## config.mk

```make
export PLATFORM = sky130hd
export DESIGN_NAME = pmmkm_back
export DESIGN_NICKNAME = d
export VERILOG_FILES = /design/src/design/pmmkm_pkg.sv /design/src/design/pmmkm_back.sv
export SDC_FILE = /design/constraint.sdc
export NUM_CORES = 1
export LEC_CHECK = 0
export BUFFER_PORTS_ARGS = -buffer_cell sky130_fd_sc_hd__buf_4
export CORE_MARGIN = 4
export CORE_UTILIZATION = 35
export CTS_BUF_LIST = sky130_fd_sc_hd__clkbuf_2
export DETAILED_ROUTE_END_ITERATION = 8
export PLACE_DENSITY_LB_ADDON = 0.05
export SYNTH_ARGS = -nofsm -noshare
export SYNTH_HDL_FRONTEND = slang
export SYNTH_SLANG_ARGS = --single-unit
```

## constraint.sdc

```tcl
create_clock -name i_clk -period 1.8 [get_ports i_clk]
set_clock_uncertainty 0.1 [all_clocks]
set_input_delay 0.36 -clock i_clk [delete_from_list [all_inputs] [get_ports i_clk]]
set_output_delay 0.36 -clock i_clk [all_outputs]
set_load 0.01 [all_outputs]
```

## src/design/pmmkm_pkg.sv

```systemverilog
// Shared types and constants of the periodic mesh material key map.
package pmmkm_pkg;

    localparam int MAX_UNIQUE_NODES_DEF = 65536;
    localparam int SLOT_BITS_DEF        = 8;

    localparam int NY_W    = 13;  // nodes per column
    localparam int UNQ_W   = 17;  // unique node count
    localparam int DOF_W   = 2;
    localparam int IDX_W   = 18;
    localparam int MAT_W   = 8;
    localparam int OFS_W   = 18;
    localparam int KEY_W   = 32;
    localparam int KIND_W  = 2;
    localparam int NODE_W  = 20;  // widest raw corner node
    localparam int DVS_W   = 17;  // divisor width of the shared divider
    localparam int QDEPTH  = 4;   // op queue between front and back

    localparam logic [KIND_W-1:0] KIND_CLEAR = 2'd0;
    localparam logic [KIND_W-1:0] KIND_ADD   = 2'd1;
    localparam logic [KIND_W-1:0] KIND_READ  = 2'd2;
    localparam logic [KIND_W-1:0] KIND_MAP   = 2'd3;

    localparam logic [1:0] REG_NY   = 2'd0;
    localparam logic [1:0] REG_UNQ  = 2'd1;
    localparam logic [1:0] REG_DOFS = 2'd2;

    typedef struct packed {
        logic              start;
        logic [NODE_W-1:0] dividend;
        logic [DVS_W-1:0]  divisor;
    } t_div_req;

    typedef struct packed {
        logic              done;
        logic [NODE_W-1:0] quo;
        logic [DVS_W-1:0]  rem;
    } t_div_rsp;

endpackage

```

## src/design/pmmkm_back.sv

```systemverilog
// Back end: runs queued ops on the key table and holds the result register.
module pmmkm_back #(
    parameter int MAX_UNIQUE_NODES = pmmkm_pkg::MAX_UNIQUE_NODES_DEF,
    parameter int SLOT_BITS        = pmmkm_pkg::SLOT_BITS_DEF,
    parameter int AW               = $clog2(MAX_UNIQUE_NODES),
    parameter int OPW              = 8
) (
    input  logic                          i_clk,
    input  logic                          i_rst_n,
    input  logic                          i_qempty,
    input  logic [OPW-1:0]                i_qdata,
    output logic                          o_qpop,
    output logic                          o_we,
    output logic [AW-1:0]                 o_waddr,
    output logic [pmmkm_pkg::KEY_W-1:0]   o_wdata,
    output logic [AW-1:0]                 o_raddr,
    input  logic [pmmkm_pkg::KEY_W-1:0]   i_rdata,
    input  logic                          i_pop,
    output logic                          o_empty,
    output logic [pmmkm_pkg::OFS_W-1:0]   o_dof_offset,
    output logic [pmmkm_pkg::KEY_W-1:0]   o_material_key
);
    localparam logic B_IDLE = 1'b0;
    localparam logic B_RD   = 1'b1;

    logic [pmmkm_pkg::KIND_W-1:0] q_kind, r_kind;
    logic [AW-1:0]                q_addr, r_addr;
    logic                         q_inr;
    logic [1:0]                   q_slot, r_slot;
    logic [SLOT_BITS-1:0]         q_mat, r_mat;
    logic [pmmkm_pkg::OFS_W-1:0]  q_ofs;
    logic                         q_last, r_last;

    logic                         r_state, n_state;
    logic                         r_ovalid;
    logic [pmmkm_pkg::OFS_W-1:0]  r_ofs, n_ofs;
    logic [pmmkm_pkg::KEY_W-1:0]  r_key, n_key;
    logic                         emit;
    logic                         take;
    logic [31:0]                  addend;

    assign {q_kind, q_addr, q_inr, q_slot, q_mat, q_ofs, q_last} = i_qdata;
    assign take   = (r_state == B_IDLE) && !i_qempty && !r_ovalid;
    assign o_qpop = take;
    assign addend = 32'(r_mat) << (r_slot * SLOT_BITS);
    assign o_raddr = q_addr;
    assign o_waddr = take ? q_addr : r_addr;

    always_comb begin
        n_state = r_state;
        emit    = 1'b0;
        n_ofs   = '0;
        n_key   = '0;
        o_we    = 1'b0;
        o_wdata = '0;
        unique case (r_state)
            B_IDLE: begin
                if (take) begin
                    unique case (q_kind)
                        pmmkm_pkg::KIND_CLEAR: begin
                            o_we = q_inr;
                            emit = 1'b1;
                        end
                        pmmkm_pkg::KIND_ADD: n_state = B_RD;
                        pmmkm_pkg::KIND_READ: begin
                            if (q_inr) n_state = B_RD;
                            else       emit    = 1'b1;
                        end
                        default: begin
                            emit  = 1'b1;
                            n_ofs = q_ofs;
                        end
                    endcase
                end
            end
            default: begin
                n_state = B_IDLE;
                if (r_kind == pmmkm_pkg::KIND_ADD) begin
                    o_we    = 1'b1;
                    o_wdata = i_rdata + addend;
                    emit    = r_last;
                end else begin
                    emit  = 1'b1;
                    n_key = i_rdata;
                end
            end
        endcase
    end

    always_ff @(posedge i_clk) begin
        if (!i_rst_n) begin
            r_state  <= B_IDLE;
            r_ovalid <= 1'b0;
        end else begin
            r_state <= n_state;
            if (emit)       r_ovalid <= 1'b1;
            else if (i_pop) r_ovalid <= 1'b0;
        end
    end

    always_ff @(posedge i_clk) begin
        if (take) begin
            r_kind <= q_kind;
            r_addr <= q_addr;
            r_slot <= q_slot;
            r_mat  <= q_mat;
            r_last <= q_last;
        end
        if (emit) begin
            r_ofs <= n_ofs;
            r_key <= n_key;
        end
    end

    assign o_empty        = !r_ovalid;
    assign o_dof_offset   = r_ofs;
    assign o_material_key = r_key;
endmodule

```

* Yosys cells after proc, flatten, opt, wreduce, memory -nomap -nowiden *
Index checks and enable logic that the tools add are counted.

word-level totals
  register bits = 17
  bits in latches = 0
  RAM bits = 0
  bits in read-only memories = 0
  input port bits = 44
  output and inout port bits = 117
  memories = 0

operators by class
  add/subtract/negate cells = 0
  $mul = 0
  div/mod/pow operators = 0
  magnitude comparators = 0
  equality and inequality tests = 0
  shift operators = 0
  muxes and demuxes = 4
  bitwise operators = 0
  reduce and logical (&&, ||, !) cells = 4

operators by type and width
  kind                 number
  $mux W16             1
  $mux W1              3
  $logic_not A1 Y1     2
  $reduce_bool A2 Y1   1
  $logic_and A1 B1 Y1  1

* Logic depth before layout (Yosys ltp) *
  word-level depth = 4
  depth in mapped cells = 3
  depth with buffers taken out = 2

* Least setup slack after synthesis *
No wires, ideal clock.

  path kind = register to output
  from = register r_ovalid
  to = output o_waddr[10] (netlist name)
  data arrival time = 0.780 ns
  data required time = 1.340 ns
  setup slack = 0.560 ns
  cell stages (with the launch flop) = 4
  cell sequence = dfxtp_1 nor2_4 buf_6 nor2b_1

RTL lines
  item                      line              source
  start: declaration        pmmkm_back.sv:35  logic r_ovalid;
  start signal: assignment  pmmkm_back.sv:93  r_ovalid <= 1'b0;
  start signal: assignment  pmmkm_back.sv:96  if (emit) r_ovalid <= 1'b1;
  start signal: assignment  pmmkm_back.sv:97  else if (i_pop) r_ovalid <= 1'b0;

==> impl_metrics.xml <==
<?xml version="1.0" encoding="UTF-8"?>
<metrics>
  <group name="setup_path">
    <metric name="worst_path_max_fanout" unit="">14</metric>
    <metric name="critical_path.startpoint_type" unit="">register</metric>
    <metric name="reg2reg_depth" unit="">3</metric>
    <metric name="worst-endpoint-required" unit="ps">1340</metric>
    <metric name="worst_ep_arrival_time" unit="ps">1240</metric>
    <metric name="cp-end-kind" unit="">output pin</metric>
    <metric name="worstSetupPathType" unit="">register to output pin</metric>
  </group>
  <group name="place">
    <metric name="globalplace.congestion" unit="">0.595</metric>
    <metric name="dp_hpwl" unit="um">1330</metric>
    <metric name="place.port_buffers" unit="">21</metric>
  </group>
  <group name="global_route">
    <metric name="antenna_found_initial" unit="">0</metric>
    <metric name="groute.usage.overall" unit="%">5.33</metric>
    <metric name="grt_pass1_wl" unit="um">1750</metric>
    <metric name="grt_pass1_vias" unit="">370</metric>
    <metric name="grt.overflow.total" unit="">0</metric>
    <metric name="largest_net_degree_at_the_start_of_global_routing" unit="">15</metric>
  </group>
  <group name="finish">
    <metric name="insertedDiodeCount" unit="">0</metric>
    <metric name="layout.core_utilization" unit="%">32.9</metric>
    <metric name="layout_commonest_cell" unit="">sky130_fd_sc_hd__conb_1</metric>
    <metric name="syn2layout_area_growth" unit="%">-9.97</metric>
    <metric name="finish.net_count" unit="">208</metric>
    <metric name="leading_cell_types_in_the_layout_fill_and_taps_excluded" unit="">sky130_fd_sc_hd__conb_1, sky130_fd_sc_hd__buf_4, sky130_fd_sc_hd__dfxtp_1</metric>
    <metric name="post_route_cells_drive_above_1_share" unit="%">17.8</metric>
  </group>
  <group name="route">
    <metric name="num_vias" unit="">562</metric>
    <metric name="aggregate_routed_wire_length" unit="um">1550</metric>
    <metric name="wl_per_cell" unit="um">7.42</metric>
    <metric name="route.detailed.vias_per_inst" unit="">2.69</metric>
    <metric name="post-route-drc-count" unit="">0</metric>
    <metric name="initialDrtViolationCount" unit="">4</metric>
    <metric name="drt_pass1_iterations" unit="">2</metric>
    <metric name="final_antenna_net_count" unit="">0</metric>
  </group>
  <group name="power_and_ir_drop">
    <metric name="power_density_over_cell_area" unit="nW/um^2">618</metric>
    <metric name="p_switching" unit="mW">0.227</metric>
    <metric name="worst_ir_drop_vdd" unit="V">0.000275</metric>
    <metric name="seq_power_share" unit="%">55.6</metric>
    <metric name="clock_power_share" unit="%">25.3</metric>
    <metric name="power_switching_share" unit="%">33.1</metric>
    <metric name="power.static_leakage" unit="nW">0.660</metric>
    <metric name="power.internal" unit="mW">0.458</metric>
    <metric name="combPwrFrac" unit="%">19.1</metric>
  </group>
  <group name="timing">
    <metric name="max_freq" unit="GHz">0.587</metric>
    <metric name="setup_tns" unit="ps">0</metric>
    <metric name="maxSlewViolCount" unit="">0</metric>
    <metric name="finalSetupViolations" unit="">0</metric>
    <metric name="finalWorstPathRequiredPeriod" unit="ps">1700</metric>
    <metric name="rsz_0062_raised_after_global_routing" unit="">no</metric>
    <metric name="finalCritPeriodShare" unit="%">94.6</metric>
    <metric name="hold_ws" unit="ps">163</metric>
    <metric name="hold_vio_cnt_final" unit="">0</metric>
  </group>
  <group name="synthesis">
    <metric name="netlist-cell-type-count" unit="">9</metric>
    <metric name="yosys_register_bits" unit="">17</metric>
    <metric name="syn-cell-area" unit="um^2">1230</metric>
    <metric name="cell_count_after_synthesis" unit="">138</metric>
    <metric name="syn-mean-instance-area" unit="um^2">8.91</metric>
    <metric name="yosysWarningCount" unit="">0</metric>
    <metric name="yosysSeqAreaShare" unit="%">27.7</metric>
  </group>
  <group name="floorplanning">
    <metric name="die_h" unit="um">67.3</metric>
    <metric name="io_pins" unit="">161</metric>
    <metric name="placement_rows" unit="">21</metric>
    <metric name="start_util" unit="%">36.6</metric>
    <metric name="core_area" unit="um^2">3360</metric>
    <metric name="die-area" unit="um^2">4530</metric>
    <metric name="die_width" unit="um">67.3</metric>
  </group>
  <group name="clock_network">
    <metric name="cts.path.max_buffers" unit="">2</metric>
    <metric name="tritoncts.num_buffers" unit="">3</metric>
    <metric name="clkSinkCount" unit="">17</metric>
    <metric name="tritoncts" unit="">built</metric>
    <metric name="htreeDepth" unit="">1</metric>
    <metric name="cts-root-buf" unit="">sky130_fd_sc_hd__clkbuf_2</metric>
    <metric name="clock_transition_at_the_registers_of_the_reported_paths" unit="ps">150</metric>
    <metric name="clock_latency_of_the_later_clocked_register_in_the_worst_skew_pair" unit="ps">280</metric>
    <metric name="cts.hold.buffers_added" unit="">0</metric>
  </group>
  <group name="job">
    <metric name="timing.max_cap.violations" unit="">0</metric>
  </group>
  <group name="worst_hold_path">
    <metric name="hold_class" unit="">input port to register</metric>
    <metric name="worst_hold_path_cells" unit="">2</metric>
  </group>
  <group name="run_status">
    <metric name="outcome" unit="">complete, no violations</metric>
  </group>
</metrics>
-- kinds of logic (layout without fill, tap and decap cells) --
group,count (synthesis),count (layout),share of synthesized area (%)
flops,17,17,27.7
compound gates,1,1,0.611
other cells,1,99,0.305
simple gates,18,18,9.77
buf+inv,101,28,61.6
-- worst max-delay path, stage by stage (launching register included) --
cell and delay [ps]:
sky130_fd_sc_hd__dfxtp_2 370, sky130_fd_sc_hd__nor2_4 120, sky130_fd_sc_hd__buf_12 140, sky130_fd_sc_hd__and2b_1 190
sky130_fd_sc_hd__buf_4 140
-- routing by layer --
layer | global-route usage [%] | wire, um | vias up
met5 | 0 | 0 | -
met4 | 3.80 | 13 | 0
met3 | 3.00 | 330 | 2
met2 | 7.24 | 715 | 65
met1 | 6.22 | 490 | 232
li1 | - | - | 263
-- timing repair --
item,in CTS,in global routing
gates resized for setup,0,1
endpoints found under the setup margin,2,3
pin swaps,1,0
buffers inserted,1,0
endpoints found under the hold margin,0,0
-- flip-flops by register name, summed over array words and instances (netlist names) --
register,count
r_addr,16
r_ovalid,1
-- power groups by stage --
stage	combinational (mW)	sequential [mW]	clock, mW
after detailed placement	0.123	0.388	0
final	0.131	0.380	0.173
after global placement	0.123	0.388	0
after floorplan	0.265	0.388	0
after CTS	0.125	0.380	0.183
after global routing	0.148	0.381	0.206
-- stage by stage --
step / worst slack (ps) / instance area (um^2) / std cells / power (mW)
floorplan: 560 / 1600 / 236 / 0.653
global route: 2.13 / 1110 / 209 / 0.736
finish: 97.3 / 1110 / 209 / 0.684
detailed placement: 208 / 1080 / 204 / 0.511
global placement: 204 / 1080 / 204 / 0.511
CTS: 46.0 / 1110 / 209 / 0.689
-- cell type report --
type / count / area, um^2
fillers: 370 / 2260
multi-input cells: 118 / 499
flip-flops and latches: 17 / 342
repair buffers: 23 / 185
well taps: 46 / 57.6
clock buffers: 4 / 20.0
inverters: 1 / 3.75
-- Yosys cell counts (all sizes together) --
cell type  count  share of area, %
dfxtp         17                28
nor2           1              0.92
conb           1              0.30
o21a           1              0.61
buf          100                61
inv            1              0.30
and2b          2               1.2
nor2b         15               7.6
-- worst paths after layout --
path         slack [ps]          end  startpoint
min reg2reg         380   r_addr[13]  r_addr[13]
max                 100  o_waddr[14]    r_ovalid
max reg2reg         790   r_addr[14]    r_ovalid
min                 160     r_ovalid     i_rst_n
Power figures use the tool's default switching activity.
