### src/design/pmmkm_pkg.sv
// Shared types and constants of the periodic mesh material key map.
package pmmkm_pkg;

    localparam int MAX_UNIQUE_NODES_DEF = 65536;
    localparam int SLOT_BITS_DEF        = 8;

    localparam int NY_W    = 13;  // nodes per column
    localparam int UNQ_W   = 17;  // unique node count
    localparam int DOF_W   = 2;
    localparam int IDX_W   = 18;
    localparam int MAT_W   = 8;
    localparam int OFS_W   = 18;
    localparam int KEY_W   = 32;
    localparam int KIND_W  = 2;
    localparam int NODE_W  = 20;  // widest raw corner node
    localparam int DVS_W   = 17;  // divisor width of the shared divider
    localparam int QDEPTH  = 4;   // op queue between front and back

    localparam logic [KIND_W-1:0] KIND_CLEAR = 2'd0;
    localparam logic [KIND_W-1:0] KIND_ADD   = 2'd1;
    localparam logic [KIND_W-1:0] KIND_READ  = 2'd2;
    localparam logic [KIND_W-1:0] KIND_MAP   = 2'd3;

    localparam logic [1:0] REG_NY   = 2'd0;
    localparam logic [1:0] REG_UNQ  = 2'd1;
    localparam logic [1:0] REG_DOFS = 2'd2;

    typedef struct packed {
        logic              start;
        logic [NODE_W-1:0] dividend;
        logic [DVS_W-1:0]  divisor;
    } t_div_req;

    typedef struct packed {
        logic              done;
        logic [NODE_W-1:0] quo;
        logic [DVS_W-1:0]  rem;
    } t_div_rsp;

endpackage

### src/design/pmmkm_div.sv
// Restoring divider, one quotient bit per cycle.
module pmmkm_div (
    input  logic               i_clk,
    input  logic               i_rst_n,
    input  pmmkm_pkg::t_div_req i_req,
    output pmmkm_pkg::t_div_rsp o_rsp
);
    localparam int NW = pmmkm_pkg::NODE_W;
    localparam int DW = pmmkm_pkg::DVS_W;
    localparam int CW = $clog2(NW + 1);

    logic [NW-1:0] r_quo;
    logic [DW-1:0] r_rem;
    logic [DW-1:0] r_dvs;
    logic [CW-1:0] r_cnt;
    logic          r_done;
    logic [DW:0]   sh;
    logic [DW:0]   trial;

    assign sh    = {r_rem, r_quo[NW-1]};
    assign trial = sh - {1'b0, r_dvs};

    always_ff @(posedge i_clk) begin
        if (!i_rst_n) begin
            r_cnt  <= '0;
            r_done <= 1'b0;
        end else begin
            r_done <= 1'b0;
            if (i_req.start) begin
                r_quo <= i_req.dividend;
                r_rem <= '0;
                r_dvs <= i_req.divisor;
                r_cnt <= CW'(NW);
            end else if (r_cnt != '0) begin
                if (!trial[DW]) begin
                    r_rem <= trial[DW-1:0];
                    r_quo <= {r_quo[NW-2:0], 1'b1};
                end else begin
                    r_rem <= sh[DW-1:0];
                    r_quo <= {r_quo[NW-2:0], 1'b0};
                end
                r_cnt <= r_cnt - 1'b1;
                if (r_cnt == CW'(1)) begin
                    r_done <= 1'b1;
                end
            end
        end
    end

    assign o_rsp.done = r_done;
    assign o_rsp.quo  = r_quo;
    assign o_rsp.rem  = r_rem;
endmodule

### config.mk
export PLATFORM = sky130hd
export DESIGN_NAME = pmmkm_div
export DESIGN_NICKNAME = d
export VERILOG_FILES = /design/src/design/pmmkm_pkg.sv /design/src/design/pmmkm_div.sv
export SDC_FILE = /design/constraint.sdc
export NUM_CORES = 1
export LEC_CHECK = 0
export BUFFER_PORTS_ARGS = -buffer_cell sky130_fd_sc_hd__buf_2
export CELL_PAD_IN_SITES_DETAIL_PLACEMENT = 1
export CELL_PAD_IN_SITES_GLOBAL_PLACEMENT = 2
export CORE_MARGIN = 2
export CORE_UTILIZATION = 35
export DETAILED_ROUTE_END_ITERATION = 16
export PLACE_DENSITY = 0.87
export SLEW_MARGIN = 10
export SYNTH_ARGS = -nofsm -noshare
export SYNTH_HDL_FRONTEND = slang
export SYNTH_SLANG_ARGS = --single-unit
### constraint.sdc
create_clock -name i_clk -period 3 [get_ports i_clk]
set_input_delay 0.6 -clock i_clk [delete_from_list [all_inputs] [get_ports i_clk]]
set_output_delay 0.6 -clock i_clk [all_outputs]
set_load 0.03 [all_outputs]
Word-level counts from Yosys, hierarchy flattened. Index checks and enable logic that the tools add are counted.

Muxes and demuxes: 8. $add $sub $neg: 2. Bitwise gates (word level): 2. Reductions and logical operators: 6. Equality and inequality tests: 1.

Operators with widths (number): two-way mux 20 bit (2); two-way mux 17 bit (2); subtractor 18 x 17 -> 18 bit (1); two-way mux 5 bit (2); equality test 5 x 1 -> 1 bit, second input constant (1); nonzero test 5 bit (1); subtractor 5 x 1 -> 5 bit, second input constant (1); AND reduction 2 bit (2); OR reduction 3 bit (1); two-way mux 1 bit (2); NOT 1 bit (2); nonzero test 2 bit (1); OR reduction 2 bit (1).

Input port bits: 40. Output and inout bits: 38. Register bits after elaboration: 60. Logic and storage cells: 25.

Longest topological paths before layout. Gate-level depths: netlist of the first run.

Depth in word-level cells: 4. Depth in mapped cells: 10. Gate-level depth less buffers: 9.

Worst setup path before layout of the first run. OpenSTA, ideal clock, no wires.

Kind: register to register. From: reg r_rem[14]. To: reg r_rem[13], data pin. Arrival: 2.548 ns. Library setup time: 0.260 ns. Required time: 2.740 ns. Path slack: 0.192 ns. Cell stages (with the launch flop): 10. Period minus slack after synthesis: 2.808 ns. Path buffers: 2. Path through: edfxtp_1 > ha_1 > buf_6 > o2111a_1 > and2_4 > a221oi_2 > o21ai_2 > xnor2_4 > buf_8 > mux2_4.

Cells in the longest elaborated chain, start to end: 3.

RTL lines: start: declaration (RTL line pmmkm_div.sv:13) `logic [DW-1:0] r_rem;`; start signal: assignment (RTL line pmmkm_div.sv:36) `r_rem <= trial[DW-1:0];`; start signal: assignment (RTL line pmmkm_div.sv:39) `r_rem <= sh[DW-1:0];`; subtractor 18 x 17 -> 18 bit (RTL line pmmkm_div.sv:21) `assign trial = sh - {1'b0, r_dvs};`; two-way mux 17 bit (RTL line pmmkm_div.sv:35) `if (!trial[DW]) begin`; two-way mux 17 bit (RTL line pmmkm_div.sv:34) `end else if (r_cnt != '0) begin`.

Every way passes these cells. The select of a mux whose other input is x is not followed. A chain may end at the register's enable or synchronous reset.

Worst setup path in the final report of the first run.
From: reg r_rem[14]. To: reg r_rem[6], data pin.

Same word-level chain as after synthesis.

==> results of run 1 <==
-- critical path, delay by kind of cell (launching register included) --
kind | cells | cell delay, ns
adders and majority gates | 1 | 0.45
and+or+nand+nor | 1 | 0.18
AOI/OAI and AO/OA | 3 | 0.77
DFF | 1 | 0.44
muxes | 1 | 0.35
xor gates and xnor gates | 1 | 0.19
buffers and inverters | 1 | 0.18
-- worst paths after layout --
path	start	end	slack, ns
worst min-delay path	i_req[10]	r_dvs[10]	0.43
worst max-delay path	r_rem[14]	r_rem[6]	0.19
worst max register to register	r_rem[14]	r_rem[6]	0.19
worst min register to register	r_cnt[1]	r_cnt[1]	0.52
-- Yosys cell counts (3+ instances only) --
cell type | number | area (µm²)
clkbuf_1 | 7 | 26.3
mux2_2 | 29 | 327
inv_1 | 27 | 101
mux2i_1 | 9 | 90.1
xor2_1 | 5 | 43.8
nand2b_1 | 4 | 25.0
xnor2_1 | 3 | 26.3
nand3_1 | 6 | 30.0
nor2_1 | 17 | 63.8
o211ai_1 | 4 | 30.0
a21o_1 | 3 | 22.5
nand2_1 | 23 | 86.3
a21oi_1 | 9 | 45.0
dfxtp_1 | 6 | 120
nor3_1 | 14 | 70.1
o31ai_1 | 3 | 22.5
o21ai_0 | 9 | 45.0
a21boi_0 | 3 | 22.5
nor2b_1 | 11 | 68.8
ha_1 | 20 | 250
a211oi_1 | 5 | 37.5
o21a_1 | 5 | 37.5
edfxtp_1 | 54 | 1620
-- cells by family (layout without fill, tap and decap cells) --
group | Yosys count | in the layout
AO/OA/AOI/OAI | 57 | 57
XOR/XNOR | 9 | 9
adder cells (fa/ha/maj) | 21 | 21
buffers and inverters | 41 | 127
flip-flops | 60 | 60
multiplexers | 40 | 40
AND/OR/NAND/NOR | 96 | 96
-- cell type report --
class / instances / area (µm²) / area share
flip-flops and latches: 60 / 1740 / 0.395
multi-input cells: 223 / 1730 / 0.392
repair buffers: 84 / 450 / 0.102
well taps: 136 / 170 / 0.0386
clock buffers: 12 / 145 / 0.0329
inverters: 27 / 101 / 0.0230
clock inverters: 4 / 72.6 / 0.0165
-- through the flow --
| step | setup slack (ns) | cell area [µm²] | cells | hold slack (ns) | util |
|---|---|---|---|---|---|
| after detailed placement | 0.0291 | 4190 | 530 | 0.523 | 0.409 |
| final | 0.191 | 4410 | 546 | 0.430 | 0.431 |
| after CTS | 0.00743 | 4400 | 546 | 0.413 | 0.430 |
| after global routing | 0.0231 | 4410 | 546 | 0.414 | 0.431 |
| after floorplan | 0.192 | 3640 | 324 | 0.484 | - |
| after global placement | 0.264 | 4190 | 530 | 0.499 | 0.409 |
-- per-layer routing --
metal,share of wire,track usage
met5,0,0
met4,0.012,0.0470
met3,0.062,0.0478
met2,0.50,0.296
met1,0.43,0.213
-- power groups by stage --
stage                     Clock (µW)  Sequential [µW]  Combinational (µW)
after floorplan                    0             1380                 980
after global placement             0             1210                1530
after detailed placement           0             1220                1570
after CTS                        851             1200                1580
after global routing             882             1220                1740
final                            832             1200                1570
-- cell usage in the layout, fill, tap and decap left out, drive strengths merged, types with 6 or more instances in the layout --
master / n
inv: 27
o21ai: 11
nor2: 17
ha: 20
a21oi: 9
edfxtp: 54
mux2: 31
buf: 84
dfxtp: 6
nor3: 14
mux2i: 9
nor2b: 11
nand2: 23
clkbuf: 12
nand3: 6
-- what timing repair did --
action	CTS	global route
resized for setup	0	1
endpoints found under the setup margin	0	3
hold endpoints to repair	0	0
-- flip-flops by register name, indices dropped and copies added (netlist names) --
name	count
r_quo	20
r_cnt	5
r_dvs	17
r_rem	17
r_done	1
==> results.ini, run 1 <==
[status]
status=finished, final reports clean

[synthesis]
yosysWarnings=0
synth_top_family_by_area=simple AND/OR/NAND/NOR gates
yosys.cell_types.count=58
synth_mux_area_frac=0.123
yosys.area_share.adder=0.0742
syn_area_um2=3640
synthCells=324
ys_seq_area_frac=0.478
ys_seq_elements=60
yosys.area_share.simple=0.137
synthXorXnorAreaFrac=0.0268
synth_compound_area_frac=0.112
yosys_most_used_dff=edfxtp_1
synth-edff-count=54
syn_nets=385
synthArstFlopShare=0
synth.avg_cell_area_um2=11.2

[clock_tree]
cts_tree=built
cts_setup_buffers=0
clockRootBuffer=clkbuf_8
ctsLongestPathBuffers=2
ctsHoldBuffers=0
clock-sinks=60
htreeDepth=3
cts_buffers=9
path_clk_slew_ns=0.07
insertion_delay_ns=0.34

[global_route]
grt_pass1_vias=3114
grt_use_total=0.173
antenna_found_initial=0
grt_pass1_wl_um=15200
grt_overflow=0
grt_max_degree=39

[job]
drv_cap=0

[critical_path]
cp.required_ns=3.09
critical_path_class=flip-flop to flip-flop
crit_fanout=11
critPathSlowestCell=ha_1
cp-start-kind=flip-flop
cp-end-kind=flip-flop
critPathArrivalTime_ns=2.90
max_stage_delay_ns=0.45
path_cells=ha_1 > o2111a_1 > and2_4 > a221oi_2 > o21ai_2 > xnor2_4 > buf_12 > mux2_2
reg2regPathDepth=8

[timing]
tns_ns=0
grt_setup_unrepaired=no
timing.slew.headroom=0.582
period_needed_ns=2.81
skew_ns=0.00540
setup_violations=0
fmax_mhz=356
timing.final.crit_share=0.936
tightestPinTransition_ns=0.621
finalHoldViolCount=0
drv_slew=0

[power_and_ir_drop]
power.density_nw_per_um2=816
internal-power_uw=2240
leakage_uw=0.00187
power_switching_uw=1360
p_seq_frac=0.332
peakVddDrop_mv=0.317
combPwrFrac=0.437
switching_share=0.377
power_uw=3600
clock_power_share=0.231

[die]
die_y_um=106
row_count=37
die_w_um=106
io_pins=78
core_um2=10200
fp.dieArea_um2=11200
initial_utilization=0.356

[finish]
fillCellCount=1140
drive_gt1_frac=0.337
diodes=0
nNetsFinal=466
areaGrowthSynthToFinish_pct=20.9

[detailed_routing]
drcViolationCount=0
drtPass1Iterations=4
ant_nets=0
drtIter0Drc=60
dr_total_vias=2794
wirelength_um=9050
wl_per_cell_um=16.6
drt-vias-per-instance=5.12

[placement]
gp_congestion=0.826
io_buffers=77
dp_hpwl_um=6700

[worst_hold_path]
hold_depth=1
hold_class=input pin to flip-flop

(Power assumes the default switching activity.)
==> inputs of run 2 (changes only) <==
- MAX_ROUTING_LAYER: default -> met4
- RECOVER_POWER: default -> 50
==> run 2 against run 1 <==
Die area is the same. Non-clock buffer count stayed put. Routed wire length decreased by 0.44%. Fmax hardly changed. Combinational power about the same. Worst hold slack improved by 0.0017 ns. Via count decreased by 0.50%. Clock power hardly changed. Total power down 0.63%. Clock skew is 0.00080 ns higher. Register-to-register slack about the same. Utilization is 0.53 points lower. Critical endpoint unchanged. Largest cell class unchanged. Largest power group unchanged.
==> results.ini, run 2 (same netlist as run 1, synthesis figures left out) <==
[placement]
io_buffers=77
dp_hpwl_um=6700
gp_congestion=0.838
placed_area_um2=4190

[detailed_routing]
drtIter0Drc=74
wirelength_um=9010
wl_per_cell_um=16.5
ant_nets=0
dr_total_vias=2780
drcViolationCount=0
drtPass1Iterations=4
drt-vias-per-instance=5.09

[finish]
nNetsFinal=466
layout_common_cells=54 x edfxtp_1, 41 x clkbuf_1, 39 x buf_2, 29 x mux2_2, 27 x inv_1
mostFrequentLayoutCell=edfxtp_1
largest_register_ffs=20
fillCellCount=1158
drive_gt1_frac=0.241
reg.largest.list=r_quo: 20 flops, r_dvs: 17 flops, r_rem: 17 flops
post-route-cell-area_um2=4350
diodes=0
top_register=r_quo
areaGrowthSynthToFinish_pct=19.5

[timing]
drv_slew=0
period_needed_ns=2.81
timing.slew.headroom=0.310
grt_setup_unrepaired=no
finalHoldViolCount=0
tns_ns=0
timing.final.crit_share=0.937
setup_violations=0
tightestPinTransition_ns=1.03
fmax_mhz=356
skew_ns=0.00621

[worst_hold_path]
min_to=r_dvs[0]
hold_depth=1
hold_class=input pin to flip-flop
hp-start=i_req[0]

[clock_tree]
cts_buffers=9
htreeDepth=3
clockRootBuffer=clkbuf_8
ctsLongestPathBuffers=2
cts_tree=built
clock-sinks=60
insertion_delay_ns=0.34
ctsHoldBuffers=0
path_clk_slew_ns=0.07

[critical_path]
crit_buf_inv=1
r2r_start=r_rem[14]
crit_fanout=11
cp.required_ns=3.09
critPathSlowestCell=edfxtp_1
ff2ff_setup_slack_ns=0.19
max_stage_delay_ns=0.45
reg2regPathDepth=8
critPathArrivalTime_ns=2.90
cp-end-kind=flip-flop
path_cells=ha_1 > o2111a_1 > and2_4 > a221oi_2 > o21ai_2 > xnor2_4 > buf_12 > mux2_2
r2r_end=r_rem[6]
cp-start-kind=flip-flop
critPathTopFamily=compound AO/OA/AOI/OAI gates
critical_path_class=flip-flop to flip-flop

[global_route]
antenna_found_initial=0
grt_use_total=0.177
grt_max_degree=39
grt_pass1_vias=3113
grt_overflow=0
grt_pass1_wl_um=15200

[die]
row_count=37
die_w_um=106
initial_utilization=0.356
core_um2=10200
io_pins=78
die_y_um=106
fp.dieArea_um2=11200

[power_and_ir_drop]
leakage_uw=0.00175
power.density_nw_per_um2=821
peakVddDrop_mv=0.314

[status]
status=finished, final reports clean

[job]
drv_cap=0

==> run 2: cell count changes in the layout (fill, tap and decap cells not counted), sizes merged <==
cell,delta
buf,-40
clkbuf,+40
==> run 2: cell type report <==
cell class              count  area, µm²  area share
inverters                  27        101      0.0233
well taps                 136        170      0.0391
flip-flops and latches     60       1740       0.400
clock inverters             4       72.6      0.0167
repair buffers             84        397      0.0911
multi-input cells         223       1730       0.397
clock buffers              12        145      0.0333
==> run 2: where the power goes <==
group	internal (µW)	switching (µW)	total [µW]
sequential	1090	104	1200
clock	490	343	833
combinational	631	913	1540
total	2220	1360	3570
==> run 2: how the worst max path moves through the flow <==
stage                   start         to  slack [ns]  cells past startpoint
global placement    r_quo[19]  r_rem[16]        0.26                      9
floorplan           r_rem[14]  r_rem[13]        0.19                      9
global route        r_rem[14]   r_rem[6]        0.03                      8
finish              r_rem[14]   r_rem[6]        0.19                      8
detailed placement  r_quo[19]  r_rem[16]        0.03                      9
CTS                 r_quo[19]  r_rem[16]       0.007                      9
==> run 2: what timing repair did <==
| action | CTS | global route |
|---|---|---|
| resized for setup | 0 | 1 |
| endpoints found under the setup margin | 0 | 3 |
| buffers inserted | 0 | 0 |
==> run 2: routing by layer <==
metal  vias to the layer above  wire [µm]  GRT usage  part of all wire
met2                        63       4530      0.296              0.50
li1                       1350          -          -                 -
met5                         -          0          -                 0
met4                         0         84     0.0555            0.0093
met3                         8        388     0.0331             0.043
met1                      1359       4010      0.217              0.45
==> run 2: per-stage QoR <==
step                      power, µW  hold slack [ns]  cells   util  setup slack, ns
after floorplan                2360            0.484    324      -            0.192
after CTS                      3630            0.413    546  0.430          0.00743
after global placement         2730            0.499    530  0.409            0.264
after global routing           3810            0.419    546  0.426           0.0293
after detailed placement       2790            0.523    530  0.409           0.0291
final                          3570            0.432    546  0.426            0.190
