**config.mk**
```make
export PLATFORM = sky130hd
export DESIGN_NAME = pmmkm_front
export DESIGN_NICKNAME = d
export VERILOG_FILES = /design/src/design/pmmkm_pkg.sv /design/src/design/pmmkm_front.sv
export SDC_FILE = /design/constraint.sdc
export NUM_CORES = 1
export LEC_CHECK = 0
export ABC_AREA = 1
export BUFFER_PORTS_ARGS = -buffer_cell sky130_fd_sc_hd__buf_2
export CAP_MARGIN = 40
export CORE_UTILIZATION = 52
export DETAILED_ROUTE_END_ITERATION = 8
export PLACE_DENSITY = 0.86
export SLEW_MARGIN = 20
export SYNTH_ARGS = -nofsm -noshare
export SYNTH_HDL_FRONTEND = slang
export SYNTH_SLANG_ARGS = --single-unit
```
**constraint.sdc**
```tcl
create_clock -name i_clk -period 7.7 [get_ports i_clk]
set_input_delay 0.385 -clock i_clk [delete_from_list [all_inputs] [get_ports i_clk]]
set_output_delay 0.385 -clock i_clk [all_outputs]
set_load 0.01 [all_outputs]
```
**src/design/pmmkm_pkg.sv**
```systemverilog
// Shared types and constants of the periodic mesh material key map.
package pmmkm_pkg;

    localparam int MAX_UNIQUE_NODES_DEF = 65536;
    localparam int SLOT_BITS_DEF        = 8;

    localparam int NY_W    = 13;  // nodes per column
    localparam int UNQ_W   = 17;  // unique node count
    localparam int DOF_W   = 2;
    localparam int IDX_W   = 18;
    localparam int MAT_W   = 8;
    localparam int OFS_W   = 18;
    localparam int KEY_W   = 32;
    localparam int KIND_W  = 2;
    localparam int NODE_W  = 20;  // widest raw corner node
    localparam int DVS_W   = 17;  // divisor width of the shared divider
    localparam int QDEPTH  = 4;   // op queue between front and back

    localparam logic [KIND_W-1:0] KIND_CLEAR = 2'd0;
    localparam logic [KIND_W-1:0] KIND_ADD   = 2'd1;
    localparam logic [KIND_W-1:0] KIND_READ  = 2'd2;
    localparam logic [KIND_W-1:0] KIND_MAP   = 2'd3;

    localparam logic [1:0] REG_NY   = 2'd0;
    localparam logic [1:0] REG_UNQ  = 2'd1;
    localparam logic [1:0] REG_DOFS = 2'd2;

    typedef struct packed {
        logic              start;
        logic [NODE_W-1:0] dividend;
        logic [DVS_W-1:0]  divisor;
    } t_div_req;

    typedef struct packed {
        logic              done;
        logic [NODE_W-1:0] quo;
        logic [DVS_W-1:0]  rem;
    } t_div_rsp;

endpackage

```
**src/design/pmmkm_front.sv**
```systemverilog
// Front end: accepts requests, finds corner and unique nodes, queues table ops.
module pmmkm_front #(
    parameter int MAX_UNIQUE_NODES = pmmkm_pkg::MAX_UNIQUE_NODES_DEF,
    parameter int SLOT_BITS        = pmmkm_pkg::SLOT_BITS_DEF,
    parameter int AW               = $clog2(MAX_UNIQUE_NODES),
    parameter int OPW              = 8
) (
    input  logic                              i_clk,
    input  logic                              i_rst_n,
    input  logic                              i_push,
    input  logic [pmmkm_pkg::KIND_W-1:0]      i_kind,
    input  logic [pmmkm_pkg::IDX_W-1:0]       i_index,
    input  logic [pmmkm_pkg::MAT_W-1:0]       i_material,
    output logic                              o_full,
    input  logic [pmmkm_pkg::NY_W-1:0]        i_ny,
    input  logic [pmmkm_pkg::UNQ_W-1:0]       i_unq,
    input  logic [pmmkm_pkg::DOF_W-1:0]       i_dofs,
    output pmmkm_pkg::t_div_req               o_div,
    input  pmmkm_pkg::t_div_rsp               i_div,
    output logic                              o_qpush,
    output logic [OPW-1:0]                    o_qdata,
    input  logic                              i_qfull
);
    localparam int NW = pmmkm_pkg::NODE_W;
    localparam int DW = pmmkm_pkg::DVS_W;
    localparam logic [31:0] MAT_MASK = 32'((64'(1) << SLOT_BITS) - 64'(1));
    localparam logic [31:0] MAX32    = 32'(MAX_UNIQUE_NODES);

    localparam logic [2:0] S_IDLE   = 3'd0;
    localparam logic [2:0] S_EDIV   = 3'd1;
    localparam logic [2:0] S_CSTART = 3'd2;
    localparam logic [2:0] S_NDIV   = 3'd3;
    localparam logic [2:0] S_UDIV   = 3'd4;
    localparam logic [2:0] S_PUSH   = 3'd5;

    logic [2:0]                    r_state, n_state;
    logic [pmmkm_pkg::KIND_W-1:0]  r_kind;
    logic [pmmkm_pkg::IDX_W-1:0]   r_idx;
    logic [SLOT_BITS-1:0]          r_mat;
    logic [NW-1:0]                 r_base;
    logic [1:0]                    r_corner;
    logic [DW-1:0]                 r_uniq;
    logic                          r_inr;

    logic [pmmkm_pkg::NY_W-1:0]    ny_eff;
    logic [pmmkm_pkg::NY_W-1:0]    d;
    logic [pmmkm_pkg::UNQ_W-1:0]   u_tmp;
    logic [DW-1:0]                 u_eff;
    logic [NW-1:0]                 node;
    logic [NW-1:0]                 v;
    logic [31:0]                   m32;
    logic [18:0]                   prod;
    logic [31:0]                   addr32;
    logic                          last;
    logic                          accept;

    assign ny_eff = (i_ny < pmmkm_pkg::NY_W'(2)) ? pmmkm_pkg::NY_W'(2) : i_ny;
    assign d      = ny_eff - 1'b1;
    assign u_tmp  = (i_unq == '0) ? pmmkm_pkg::UNQ_W'(1) : i_unq;
    assign u_eff  = (32'(u_tmp) > MAX32) ? MAX32[DW-1:0] : u_tmp;
    assign accept = i_push && (r_state == S_IDLE);
    assign o_full = (r_state != S_IDLE);
    assign m32    = 32'(i_material) & MAT_MASK;

    always_comb begin
        case (r_corner)
            2'd0:    node = r_base + NW'(1);
            2'd1:    node = r_base + NW'(1) + NW'(ny_eff);
            2'd2:    node = r_base + NW'(ny_eff);
            default: node = r_base;
        endcase
    end

    // periodic fold: drop top row, subtract column count
    assign v = node - i_div.quo
             - ((i_div.rem[pmmkm_pkg::NY_W-1:0] == d) ? NW'(d) : NW'(0));

    always_comb begin
        n_state        = r_state;
        o_div.start    = 1'b0;
        o_div.dividend = '0;
        o_div.divisor  = '0;
        o_qpush        = 1'b0;
        unique case (r_state)
            S_IDLE: begin
                if (accept) begin
                    if (i_kind == pmmkm_pkg::KIND_ADD) begin
                        o_div.start    = 1'b1;
                        o_div.dividend = NW'(i_index);
                        o_div.divisor  = DW'(d);
                        n_state        = S_EDIV;
                    end else if (i_kind == pmmkm_pkg::KIND_MAP) begin
                        n_state = S_CSTART;
                    end else begin
                        n_state = S_PUSH;
                    end
                end
            end
            S_EDIV: begin
                if (i_div.done) n_state = S_CSTART;
            end
            S_CSTART: begin
                o_div.start    = 1'b1;
                o_div.dividend = node;
                o_div.divisor  = DW'(ny_eff);
                n_state        = S_NDIV;
            end
            S_NDIV: begin
                if (i_div.done) begin
                    o_div.start    = 1'b1;
                    o_div.dividend = v;
                    o_div.divisor  = u_eff;
                    n_state        = S_UDIV;
                end
            end
            S_UDIV: begin
                if (i_div.done) n_state = S_PUSH;
            end
            S_PUSH: begin
                if (!i_qfull) begin
                    o_qpush = 1'b1;
                    n_state = last ? S_IDLE : S_CSTART;
                end
            end
            default: n_state = S_IDLE;
        endcase
    end

    assign last   = (r_kind != pmmkm_pkg::KIND_ADD) || (r_corner == 2'd3);
    assign prod   = 19'(r_uniq) * 19'(i_dofs);
    assign addr32 = ((r_kind == pmmkm_pkg::KIND_CLEAR) || (r_kind == pmmkm_pkg::KIND_READ))
                  ? 32'(r_idx) : 32'(r_uniq);
    assign o_qdata = {r_kind, addr32[AW-1:0], r_inr, r_corner, r_mat,
                      prod[pmmkm_pkg::OFS_W-1:0], last};

    always_ff @(posedge i_clk) begin
        if (!i_rst_n) begin
            r_state <= S_IDLE;
        end else begin
            r_state <= n_state;
        end
    end

    always_ff @(posedge i_clk) begin
        if (accept) begin
            r_kind <= i_kind;
            r_idx  <= i_index;
            r_mat  <= m32[SLOT_BITS-1:0];
            r_inr  <= (i_kind == pmmkm_pkg::KIND_ADD) || (i_kind == pmmkm_pkg::KIND_MAP)
                   || (32'(i_index) < MAX32);
            r_base <= NW'(i_index);
            r_corner <= (i_kind == pmmkm_pkg::KIND_MAP) ? 2'd3 : 2'd0;
        end
        if (r_state == S_EDIV && i_div.done) begin
            r_base   <= NW'(r_idx) + i_div.quo;
            r_corner <= 2'd0;
        end
        if (r_state == S_UDIV && i_div.done) begin
            r_uniq <= i_div.rem;
        end
        if (r_state == S_PUSH && !i_qfull && !last) begin
            r_corner <= r_corner + 1'b1;
        end
    end
endmodule

```
# After elaboration in Yosys (flattened, before gate mapping)
# Index checks and enable logic that the tools add are counted.
# word_totals
register_bits,62
input_bits,102
output_inout_bits,48
elab_cells,75
# classes
add_sub_neg,8
n_mul,1
n_lt_le_gt_ge,2
n_eq_ne,17
muxes,26
reduce_logical,15
# op_table
op,count
38-bit two-way mux,3
38-bit case mux with 3 select lines,1
20-bit case mux with 3 select lines,1
20-bit by 13-bit adder with 20-bit output,2
20-bit two-way mux,2
17-bit two-way mux,2
13-bit two-way mux,2
3-bit two-way mux,7
18-bit by 20-bit adder with 20-bit output,1
20-bit by 1-bit adder with 20-bit output (second input constant),1
20-bit by 13-bit subtractor with 20-bit output,1
20-bit subtractor,1
3-bit case mux with 6 select lines,1
17-bit greater-than comparator (second input constant),1
17-bit logical NOT,1
17-bit by 2-bit multiplier with 7-bit output,1
13-bit == test,1
13-bit by 2-bit less-than comparator with 1-bit output (second input constant),1
13-bit by 1-bit subtractor with 13-bit output (second input constant),1
2-bit two-way mux,5
2-bit inequality test (second input constant),5
2-bit == test (second input constant),3
3-bit by 2-bit == test with 1-bit output (second input constant),2
3-bit == test (second input constant),2
other kinds (13),21

# Depth between registers and ports, before layout
# Gate-level depths: netlist (run 1).
# depth
word_depth,8
mapped_depth,39
mapped_depth_nobuf,37

# Least setup slack after synthesis (run 1)
# Ideal clock, no wire load.
# synth_path
path_kind,register to output
startpoint,register r_corner[0]
endpoint,output o_div[36] in the netlist's numbering
arrival_ps,5142
t_required_ps,7315
slack_ps,2173
stages_incl_launch_ff,36
n_path_buf,3
cell_sequence,edfxtp_1 > inv_1 > ha_1 > buf_2 > inv_1 > clkbuf_1 > clkbuf_1 > nand3_1 > o21ai_0 > ha_1 > inv_1 > o21ai_0 > a21oi_1 > o21ai_0 > nand2_1 > nand2_1 > nand2_1 > nand2_1 > nand2_1 > nand3_1 > nand4_1 > nand2_1 > nand2_1 > nand3_1 > a21boi_0 > fa_1 > ha_1 > a21oi_1 > o21ai_0 > a221oi_1 > nand3_1 > xor2_1 > or2_2 > nand2_1 > nand2_1 > inv_1
# synth_lines
element,line_no,source
from (decl),pmmkm_front.sv:41,logic [1:0] r_corner;
from (signal assigned),pmmkm_front.sv:152,r_corner <= (i_kind == pmmkm_pkg::KIND_MAP) ? 2'd3 : 2'd0;
from (signal assigned),pmmkm_front.sv:162,r_corner <= r_corner + 1'b1;
to (decl),pmmkm_front.sv:18,"output pmmkm_pkg::t_div_req o_div,"

==> flow_summary.json, run 1 <==
{
  "cts_setup_buffers": 0,
  "cts_tree": "built",
  "dieArea_mm2": 0.0155,
  "die_width_um": 124,
  "antenna_found_initial": 0,
  "peakVddDrop_mv": 0.152,
  "synth_cells": 1233,
  "fp.dieH_um": 124,
  "cts.sink_count": 52,
  "post-place-ws_ns": 1.27,
  "rsz0062_at_grt": "no",
  "period_needed_ns": 6.96,
  "synth_area_leaders": "edfxtp_1 (19%), nand2_1 (16%), ha_1 (10%)",
  "rows": 44,
  "drc": 0,
  "p_leak_nw": 4.48,
  "yosys_most_used_dff": "edfxtp_1",
  "ys_seq_area_share_pct": 19.7,
  "clkTransAtPathRegs_ns": 0.07,
  "overflow": 0,
  "layout_setup_ws_ns": 0.742,
  "hold_buffers": 0,
  "wl_per_cell_um": 15.6,
  "insertion_delay_ns": 0.31,
  "yosysTopAreaCell": "edfxtp_1",
  "pin_count": 150,
  "hold_viol_final": 0,
  "cap_violations": 0,
  "io_buffer_count": 137,
  "viasPerCell": 5.60,
  "ctsResizeCount": 0,
  "synth_nets": 1415,
  "worstPathRequired_ns": 7.32,
  "num_vias": 8614,
  "async_flop_share_pct": 0,
  "synth_top_area_share_pct": 18.9,
  "setup_violations": 0,
  "wl_um": 23900,
  "hold_class": "input port to flop",
  "drtIter0Drc": 913,
  "grt_max_degree": 29,
  "min_period_over_period_pct": 90.4,
  "worstPathMaxFanout": 23,
  "root_buffer": "clkbuf_16",
  "syn_area_mm2": 0.00778,
  "p_total_w": 0.00322,
  "fin_nets": 1536,
  "clk_path_buf_depth": 2,
  "worstSetupEndpointType": "primary output",
  "grt_pass1_wl_um": 38600,
  "max_slew_margin_pct": 48.0,
  "yosys_warnings": 0,
  "power_density_mw_per_mm2": 365,
  "worst_slew_pin_slew_ns": 0.779,
  "place.gp.congestion": 0.960,
  "cts_buffers": 5,
  "synth_edf_count": 49,
  "ant_nets": 0,
  "timing.setup.tns_ns": 0,
  "skew_ns": 0.00834,
  "worstPathArrival_ns": 6.57,
  "synth_cell_type_count": 51,
  "slew_violations": 0,
  "diodes": 0,
  "crit_type": "flop to primary output",
  "initial_core_util_pct": 53.4,
  "slowest_stage": "inv_1",
  "synth-seq-cells": 52,
  "fmax_mhz": 144,
  "yosysMostFrequentCell": "nand2_1",
  "crit_path_frequent_cell": "nand2_1",
  "synthTopCellsByCount": "nand2_1 (332), inv_1 (190), nand3_1 (101), nor2_1 (96), o21ai_0 (91)",
  "syn_to_final_growth_pct": 13.1,
  "startpoint_type": "flop",
  "h-tree-depth": 2,
  "dr.pass1.iters": 5,
  "grt_usage_pct": 31.1,
  "hpwl_um": 20000,
  "status": "complete, no violations",
  "avgSynthCellArea_um2": 6.31,
  "core_area_mm2": 0.0146,
  "grt_pass1_vias": 7855,
  "slowest_delay_ns": 0.52,
  "drive_gt1_share_pct": 13.4
}
-- report_power, final --
group	switching [W]	total (W)	leakage (nW)	internal, W
sequential	0.0000599	0.000476	0.485	0.000416
combinational	0.00164	0.00251	3.93	0.000872
clock	0.000111	0.000232	0.0660	0.000121
-- placed cells by master (no fill, tap or decap), types with 3 or more instances in the layout --
master	n
dfxtp_1	3
or2_2	11
a31oi_1	11
ha_1	64
a22oi_1	5
a21boi_0	3
o211ai_1	11
clkbuf_16	5
fa_1	16
edfxtp_1	49
nand3_1	101
nand2_1	332
a21o_1	3
o21ai_0	91
o221ai_1	6
o21bai_1	5
inv_1	190
nor3_1	11
o21ai_1	8
nor4_1	9
buf_4	5
o21a_1	6
a21oi_1	72
xor2_1	31
nor2_2	5
nor2_1	95
nand3_2	3
buf_2	138
nand3b_1	8
nand4_1	16
xnor2_1	10
inv_2	3
-- routing by layer --
layer  track usage, %  up-vias  routed length (um)
met5                0        -                   0
met4             11.8        0                 812
met3             4.12       55                2000
met2             49.7      383               10700
met1             42.5     3845               10400
li1                 -     4331                   -
-- worst paths after layout --
kind	start	to	slack, ns	cells past startpoint
worst min register to register	r_state[0]	r_state[0]	0.53	2
worst min-delay path	i_index[2]	r_idx[2]	0.27	1
worst max register to register	r_idx[3]	r_base[18]	5.16	14
worst max-delay path	r_corner[0]	o_div[36]	0.74	32
-- critical path, delay by kind of cell (launching register included) --
kind / cells / cell delay, ns
flops: 1 / 0.39
xor+xnor: 1 / 0.17
fa+ha+maj: 4 / 1.40
compound gates: 6 / 1.68
buf+inv: 6 / 1.02
simple gates: 15 / 1.57
-- stage by stage --
step / util (%) / cells / hold slack [ns] / area [um2]
after floorplan: - / 1233 / 0.479 / 7780
after global placement: 59.0 / 1528 / 0.519 / 8610
after detailed placement: 59.2 / 1530 / 0.523 / 8640
after CTS: 60.3 / 1538 / 0.267 / 8790
after global routing: 60.4 / 1539 / 0.263 / 8810
final: 60.4 / 1539 / 0.272 / 8810
-- kinds of logic (layout without fill, tap and decap cells) --
family / count (synthesis) / in the layout / share of synthesized area (%)
flip-flops: 52 / 52 / 19.7
buffers and inverters: 226 / 348 / 11.1
AO/OA/AOI/OAI: 233 / 233 / 17.0
AND/OR/NAND/NOR: 601 / 601 / 33.3
adder cells (fa/ha/maj): 80 / 80 / 14.4
XOR/XNOR: 41 / 41 / 4.61
-- layout make-up --
type	instances	area [um2]
fill	1434	5780
tap	184	230
clock inverter	3	23.8
sequential	52	1530
timing repair buffer	145	771
inverter	195	732
multi-input combinational	955	5390
clock buffer	5	125
-- state kept, by name, indices dropped and copies added, names as in the netlist --
| register | count |
|---|---|
| r_idx | 18 |
| r_state | 3 |
| r_corner | 2 |
| r_base | 20 |
| r_uniq | 7 |
| r_kind | 2 |
(Power assumes the default switching activity.)
==> inputs of run 2 (changes only) <==
--- a/config.mk
+++ b/config.mk
@@ -5,12 +5,12 @@
 export SDC_FILE = /design/constraint.sdc
 export NUM_CORES = 1
 export LEC_CHECK = 0
-export ABC_AREA = 1
 export BUFFER_PORTS_ARGS = -buffer_cell sky130_fd_sc_hd__buf_2
 export CAP_MARGIN = 40
 export CORE_UTILIZATION = 52
 export DETAILED_ROUTE_END_ITERATION = 8
 export PLACE_DENSITY = 0.86
+export RECOVER_POWER = 100
 export SLEW_MARGIN = 20
 export SYNTH_ARGS = -nofsm -noshare
 export SYNTH_HDL_FRONTEND = slang
==> flow_summary.json, run 2 <==
{
  "status": "complete, no violations",
  "grt_usage_pct": 30.3,
  "clkTransAtPathRegs_ns": 0.07,
  "largest_reg_flops": 20,
  "yosysMostFrequentCell": "nand2_1",
  "crit_path_frequent_cell": "a21o_1",
  "synth_cell_type_count": 85,
  "hold_buffers": 0,
  "layout_common_cells": "nand2_1 (90), buf_2 (77), inv_1 (73), nor2_1 (69)",
  "h-tree-depth": 2,
  "cts_tree": "built",
  "peakVddDrop_mv": 0.248,
  "wl_per_cell_um": 18.3,
  "avgSynthCellArea_um2": 7.89,
  "crit_type": "input port to primary output",
  "rows": 43,
  "io_buffer_count": 137,
  "root_buffer": "clkbuf_16",
  "cap_violations": 0,
  "grt_pass1_vias": 7055,
  "path_buf_inv": 3,
  "worstPathArrival_ns": 7.05,
  "cts_buffers": 5,
  "period_needed_ns": 7.43,
  "top_regs": "r_base: 20 flops, r_idx: 18 flops, r_uniq: 7 flops",
  "viasPerCell": 6.26,
  "stdcell_area_mm2": 0.00849,
  "timing.setup.tns_ns": 0,
  "max_slew_margin_pct": 4.64,
  "power_density_mw_per_mm2": 433,
  "dp_cells": 1234,
  "pin_count": 150,
  "ys_seq_area_share_pct": 20.4,
  "diodes": 0,
  "drc": 0,
  "post-place-ws_ns": 0.0437,
  "cts.sink_count": 52,
  "largest-register": "r_base",
  "power_frac_seq_pct": 15.5,
  "worstSetupEndpointType": "primary output",
  "synth-seq-cells": 52,
  "num_vias": 7805,
  "insertion_delay_ns": 0.31,
  "slew_violations": 0,
  "fin_nets": 1247,
  "clk_path_buf_depth": 2,
  "initial_core_util_pct": 53.5,
  "yosys_most_used_dff": "edfxtp_1",
  "place_area_mm2": 0.00834,
  "yosysTopAreaCell": "edfxtp_1",
  "worstPathMaxFanout": 5,
  "die_width_um": 122,
  "synth_edf_count": 49,
  "overflow": 0,
  "hold_class": "input port to flop",
  "skew_ns": 0.00773,
  "slowest_stage": "fa_1",
  "power_switching_share_pct": 52.8,
  "core_area_mm2": 0.0140,
  "worst_slew_pin_slew_ns": 1.43,
  "synth_nets": 1131,
  "drtIter0Drc": 786,
  "grt_max_degree": 42,
  "cp_top_family": "compound AO/OA/AOI/OAI gates",
  "async_flop_share_pct": 0,
  "dieArea_mm2": 0.0149,
  "synth_area_leaders": "edfxtp_1 (20%), ha_1 (11%), xnor2_1 (6.0%)",
  "yosys_warnings": 0,
  "mostFrequentLayoutCell": "nand2_1",
  "fmax_mhz": 135,
  "switching_power_w": 0.00194,
  "p_leak_nw": 3.54,
  "layout_setup_ws_ns": 0.269,
  "synthTopCellsByCount": "nand2_1 (90), inv_1 (73), nor2_1 (70)",
  "synth_top_area_share_pct": 19.6,
  "n_fill_cell": 1254,
  "antenna_found_initial": 0,
  "p_int_w": 0.00174,
  "ant_nets": 0,
  "min_period_over_period_pct": 96.5,
  "hold_viol_final": 0,
  "p_total_w": 0.00368,
  "syn_to_final_growth_pct": 13.4,
  "startpoint_type": "input port",
  "stdcell_count": 1246,
  "hpwl_um": 18000,
  "setup_violations": 0,
  "place.gp.congestion": 0.952,
  "drive_gt1_share_pct": 13.1,
  "clock_power_share_pct": 6.4,
  "dr.pass1.iters": 5,
  "grt_pass1_wl_um": 34900,
  "fp.dieH_um": 122,
  "synth_cells": 949,
  "slowest_delay_ns": 0.60,
  "wl_um": 22800,
  "worstPathRequired_ns": 7.32,
  "syn_area_mm2": 0.00749,
  "pwr-share-comb_pct": 78.1
}
-- run 2: power by group through the flow --
stage          clock network, W  logic [W]  registers (W)
3_3_place_gp                  0    0.00267       0.000561
6_report               0.000235    0.00287       0.000569
2_1_floorplan                 0    0.00213       0.000506
5_1_grt                0.000248    0.00316       0.000581
4_1_cts                0.000236    0.00279       0.000561
3_5_place_dp                  0    0.00276       0.000567
-- run 2: through the flow --
step | util, % | hold slack [ns]
floorplan | - | 0.484
global placement | 59.5 | 0.603
detailed placement | 59.6 | 0.603
CTS | 60.7 | 0.281
global route | 60.7 | 0.329
finish | 60.7 | 0.321
-- run 2: cells by family (layout without fill, tap and decap cells) --
logic type               Yosys count  after routing  synth area share, %
AO/OA/AOI/OAI                    268            268                 24.0
multiplexers                       5              5                0.718
buffers and inverters            122            239                 6.31
flip-flops                        52             52                 20.4
adder cells (fa/ha/maj)           82             82                 15.2
AND/OR/NAND/NOR                  336            336                 23.5
XOR/XNOR                          84             84                 9.82
-- run 2: worst paths after layout --
kind / cells after the start / start / slack (ns) / end
max: 31 / i_ny[8] / 0.27 / o_div[36]
min: 1 / i_index[0] / 0.32 / r_idx[0]
max reg2reg: 11 / r_idx[1] / 4.40 / r_base[17]
min reg2reg: 1 / r_corner[0] / 0.64 / r_corner[0]
-- run 2: cell type report --
class / instances / area, um2 / area share (%)
Multi-Input combinational cell: 775 / 5560 / 65.5
Inverter: 73 / 274 / 3.23
Sequential cell: 52 / 1530 / 18.0
Clock buffer: 6 / 129 / 1.52
Tap cell: 180 / 225 / 2.65
Clock inverter: 2 / 16.3 / 0.191
Timing Repair Buffer: 158 / 757 / 8.91
-- run 2: metal layers --
metal | GRT usage [%] | vias up | routed length (um)
li1 | - | 3697 | -
met2 | 48.9 | 462 | 10400
met4 | 11.9 | 0 | 635
met3 | 4.96 | 55 | 2280
met1 | 40.4 | 3591 | 9440
met5 | 0 | - | 0
-- run 2: repair_timing --
item	4_1_cts	5_1_grt
resized for setup	1	13
setup endpoints to repair	1	7
pin swaps	0	7
endpoints found under the hold margin	0	0
setup buffers	0	2
